## config.mk

```make
export PLATFORM = sky130hd
export DESIGN_NAME = vcrt_ctrl
export DESIGN_NICKNAME = d
export VERILOG_FILES = /design/src/sv/vcrt_pkg.sv /design/src/sv/vcrt_ctrl.sv
export SDC_FILE = /design/constraint.sdc
export NUM_CORES = 1
export LEC_CHECK = 0
export ABC_CLOCK_PERIOD_IN_PS = 2700
export BUFFER_PORTS_ARGS = -buffer_cell sky130_fd_sc_hd__buf_2
export CAP_MARGIN = 25
export CORE_AREA = 3 3 40 42
export DETAILED_ROUTE_END_ITERATION = 16
export DIE_AREA = 0 0 43 45
export SETUP_SLACK_MARGIN = 0.5
export SLEW_MARGIN = 25
export SYNTH_ARGS = -nofsm -noshare
export SYNTH_HDL_FRONTEND = slang
export SYNTH_SLANG_ARGS = --single-unit
```

## constraint.sdc

```tcl
create_clock -name aclk -period 2.7 [get_ports aclk]
set_clock_uncertainty 0.15 [all_clocks]
set_input_delay 0.135 -clock aclk [delete_from_list [all_inputs] [get_ports aclk]]
set_output_delay 0.135 -clock aclk [all_outputs]
set_load 0.01 [all_outputs]
```

## src/sv/vcrt_pkg.sv

```systemverilog
// Package for the video chunk reassembly tracker.
// Holds status and register codes, port widths, controller types and the id
// ordering helper. It has no dependencies.
`default_nettype none
package vcrt_pkg;

    localparam int S_TDATA_W = 224;
    localparam int S_TUSER_W = 2;
    localparam int M_TDATA_W = 168;
    localparam int M_TUSER_W = 4;
    localparam int CFG_DATA_W = 16;

    localparam logic [2:0] ST_BAD_HEADER   = 3'd0;
    localparam logic [2:0] ST_BAD_LENGTH   = 3'd1;
    localparam logic [2:0] ST_BAD_GEOMETRY = 3'd2;
    localparam logic [2:0] ST_STALE        = 3'd3;
    localparam logic [2:0] ST_BAD_INDEX    = 3'd4;
    localparam logic [2:0] ST_DUPLICATE    = 3'd5;
    localparam logic [2:0] ST_ACCEPTED     = 3'd6;
    localparam logic [2:0] ST_COMPLETED    = 3'd7;

    localparam logic REG_REORDER_WINDOW = 1'b0;
    localparam logic REG_CHUNK_HDR      = 1'b1;

    typedef enum logic [6:0] {
        FSM_IDLE    = 7'b0000001,
        FSM_CHECK   = 7'b0000010,
        FSM_RESOLVE = 7'b0000100,
        FSM_SCAN    = 7'b0001000,
        FSM_ALLOC   = 7'b0010000,
        FSM_MARK    = 7'b0100000,
        FSM_FINISH  = 7'b1000000
    } fsm_state_t;

    typedef struct packed {
        logic load_in;
        logic do_check;
        logic do_resolve;
        logic scan_step;
        logic do_alloc;
        logic do_mark;
        logic load_out;
    } vcrt_cmd_t;

    typedef struct packed {
        logic early_fail;
        logic stale;
        logic need_scan;
        logic scan_last;
        logic out_free;
    } vcrt_sts_t;

    // True when a is ahead of b in wrapping id order.
    function automatic logic id_newer(input logic [31:0] a, input logic [31:0] b);
        logic [31:0] d;
        d = a - b;
        return (d != 32'd0) && !d[31];
    endfunction

endpackage
`default_nettype wire

```

## src/sv/vcrt_ctrl.sv

```systemverilog
// Sequencing state machine for the reassembly tracker.
// Depends on vcrt_pkg; drives commands to vcrt_datapath and reads its status.
`default_nettype none
module vcrt_ctrl (
    input  wire logic               aclk,
    input  wire logic               aresetn,
    input  wire logic               s_tvalid,
    output logic                    s_tready,
    input  vcrt_pkg::vcrt_sts_t     sts,
    output vcrt_pkg::vcrt_cmd_t     cmd
);
    import vcrt_pkg::*;

    fsm_state_t state_reg, state_next;

    always_ff @(posedge aclk) begin
        if (!aresetn) begin
            state_reg <= FSM_IDLE;
        end else begin
            state_reg <= state_next;
        end
    end

    always_comb begin
        state_next = state_reg;
        cmd        = '0;
        s_tready   = 1'b0;
        case (state_reg)
            FSM_IDLE: begin
                s_tready = 1'b1;
                if (s_tvalid) begin
                    cmd.load_in = 1'b1;
                    state_next  = FSM_CHECK;
                end
            end
            FSM_CHECK: begin
                cmd.do_check = 1'b1;
                state_next   = sts.early_fail ? FSM_FINISH : FSM_RESOLVE;
            end
            FSM_RESOLVE: begin
                cmd.do_resolve = 1'b1;
                if (sts.stale) begin
                    state_next = FSM_FINISH;
                end else if (sts.need_scan) begin
                    state_next = FSM_SCAN;
                end else begin
                    state_next = FSM_ALLOC;
                end
            end
            FSM_SCAN: begin
                cmd.scan_step = 1'b1;
                if (sts.scan_last) begin
                    state_next = FSM_ALLOC;
                end
            end
            FSM_ALLOC: begin
                cmd.do_alloc = 1'b1;
                state_next   = FSM_MARK;
            end
            FSM_MARK: begin
                cmd.do_mark = 1'b1;
                state_next  = FSM_FINISH;
            end
            FSM_FINISH: begin
                if (sts.out_free) begin
                    cmd.load_out = 1'b1;
                    state_next   = FSM_IDLE;
                end
            end
            default: begin
                state_next = FSM_IDLE;
            end
        endcase
    end

endmodule
`default_nettype wire

```

==> metrics.md <==
| Metric | Value |
|---|---|
| Yosys warning count | 0 |
| Initial antenna violation count | 0 |
| Longest Clk Path Bufs | 2 |
| Top fanout value on the critical path | 8 |
| Crit start category | register |
| Final core area utilization | 49.0% |
| Delay-heaviest family, CP | simple AND/OR/NAND/NOR gates |
| Cell Area, Placed | 573 um2 |
| Sink Count | 7 |
| Mapped Nets | 70 |
| Ant diodes | 0 |
| First-pass GRT wire length | 1.90 mm |
| Die W | 43 um |
| Avg WL per Cell | 11.6 um |
| Setup TNS Final | 0 ps |
| Final setup fails | 0 |
| Largest cells by area after synthesis | dfxtp_1, nor3b_1, nor3_1, inv_1, and4b_1 |
| Syn Std Cell Area | 500 um2 |
| DR vias | 509 |
| Area delta synth->final | 25.8% |
| CTS Hold Bufs | 3 |
| CTS H-Tree Depth | 1 |
| RSZ-0062 raised after global routing | no |
| # port buffers | 15 |
| I/O pin total | 16 |
| Most common cell after layout, fill and taps aside | buf_2 |
| Initial Util | 38.9% |
| DRC errors left | 0 |
| Final #Nets | 90 |
| Clk Latency, worst-skew pair | 260 ps |
| Hold slack final | 61.4 ps |
| Largest net degree at the start of global routing | 12 |
| Number of global-route vias before repair | 441 |
| Final WL | 1.11 mm |
| CTS tree | done |
| Actual slew at the worst max-slew pin | 316 ps |
| Final slew viol count | 0 |
| Filler cell count | 128 |
| Final RePlAce weighted congestion | 0.733 |
| Vias per cell | 5.30 |
| GRT Residual Overflow | 0 |
| Core area | 1280 um2 |
| Avg Cell Area, Syn | 8.07 um2 |
| Crit end category | output pin |
| DRT iter0 DRCs | 9 |
| Rel. slew slack | 78.9% |
| Layout cells sized above 1 | 28.4% |
| Period minus WS final | 2030 ps |
| 1st-pass router iterations | 4 |
| Sequential area share after synthesis | 28.0% |
| Die Height | 45 um |
| Post-route design area | 629 um2 |
| Share of the synthesized area in the top cell type | 28.0% |
| Leakage | 0.273 nW |
| Critical path data arrival time | 1740 ps |
| Reg clk slew, reported paths | 50 ps |
| GRT Resource Usage Total | 13.3% |
| Cts repair resizes | 0 |
| Final hold violations | 0 |
| Worst path cell trace | or3_1 > or3_4 > nor3b_1 > buf_2 |
| Commonest cells after routing, fill and taps aside | buf_2, nor3_1, dfxtp_1 |
| Setup repair bufs after CTS | 0 |
| Pwr dens | 419 nW/um2 |
| CTS Buf Count | 3 |
| Root Buffer | clkbuf_4 |
| Post-synth top area cell | dfxtp_1 |
| Setup CP Type | reg -> out |
| WP buf/inv | 1 |
| Antenna viol nets, final | 0 |
| Tcrit/Tclk final | 75.0% |
| #FFs+latches synth | 7 |
| Total of max-cap violations | 0 |
| CP max stage cell | or3_1 |
| Slowest cell delay on critical path | 410 ps |
| FP Rows | 13 |
| Dpl hpwl | 862 um |
| Required time of the critical path | 2410 ps |
| Fmax | 494 MHz |
| Hold Crit Class | in -> reg |
| Max reg flops | 7 |
| Worst vdd ir | 0.225 mV |
| Mapped Cells | 62 |
| Die Area | 1940 um2 |
| Outcome | complete, no violations |
| Yosys cell types | 30 |
-- where the power goes --
group	internal, W	total (W)	switching, W
clock	0.0000567	0.0000996	0.0000429
sequential	0.000107	0.000112	0.00000543
combinational	0.0000262	0.0000519	0.0000257
total	0.000190	0.000264	0.0000741
-- cells in the mapped netlist, drive strengths merged --
cell type  instances
or4b               1
and3               2
o2bb2a             1
o32a               1
buf                2
nand3              1
nor2               4
nor3               7
dfxtp              7
o21ai              2
a41oi              1
or3                2
nand2              2
nor2b              2
a221o              1
inv                6
o21bai             1
nor3b              5
clkbuf             1
a21oi              4
nand3b             1
o211ai             1
and4b              3
and2               1
nand2b             2
xor2               1
-- metrics by stage --
stage               setup WS (ps)  instances  power [W]
global placement              976         89   0.000164
finish                        675         96   0.000264
floorplan                     953         62   0.000146
global route                  591         96   0.000283
detailed placement            951         89   0.000163
CTS                           657         96   0.000270
-- path summary, 6_finish.rpt --
check / cells past startpoint / to / startpoint / slack (ps)
worst max-delay path: 4 / cmd[3] / state_reg[4] / 670
worst min-delay path: 4 / state_reg[4] / sts[2] / 60
worst max register to register: 4 / state_reg[2] / state_reg[3] / 1000
worst min register to register: 2 / state_reg[5] / state_reg[4] / 430
-- cell families (layout without fill, tap and decap cells) --
logic type                count (synthesis)  after routing  share of synthesized area, %
DFF                                       7              7                          28.0
and+or+nand+nor                          33             33                          42.0
AOI/OAI and AO/OA                        12             12                          19.5
buffers and inverters                     9             28                          8.75
xor gates and xnor gates                  1              1                          1.75
-- tightest hold or removal path, stage by stage --
cell and delay [ps]:
buf_2 90, nor3_1 40, a21oi_1 110, nor3_1 50
-- routing by layer --
layer  track usage, %  vias to the layer above  wire, um
li1                 -                      261         -
met1             17.9                      229       488
met2             19.5                       16       534
met3             2.39                        3        58
met4             9.04                        0        29
met5                0                        -         0
-- final cells by class --
cell class                      count  area (um2)  area share (%)
Timing Repair Buffer               18         105            16.7
Clock buffer                        4        26.3            4.17
Sequential cell                     7         140            22.3
Tap cell                           15        18.8            2.98
Inverter                            6        22.5            3.58
Multi-Input combinational cell     46         317            50.3
Power figures use the tool's default switching activity.
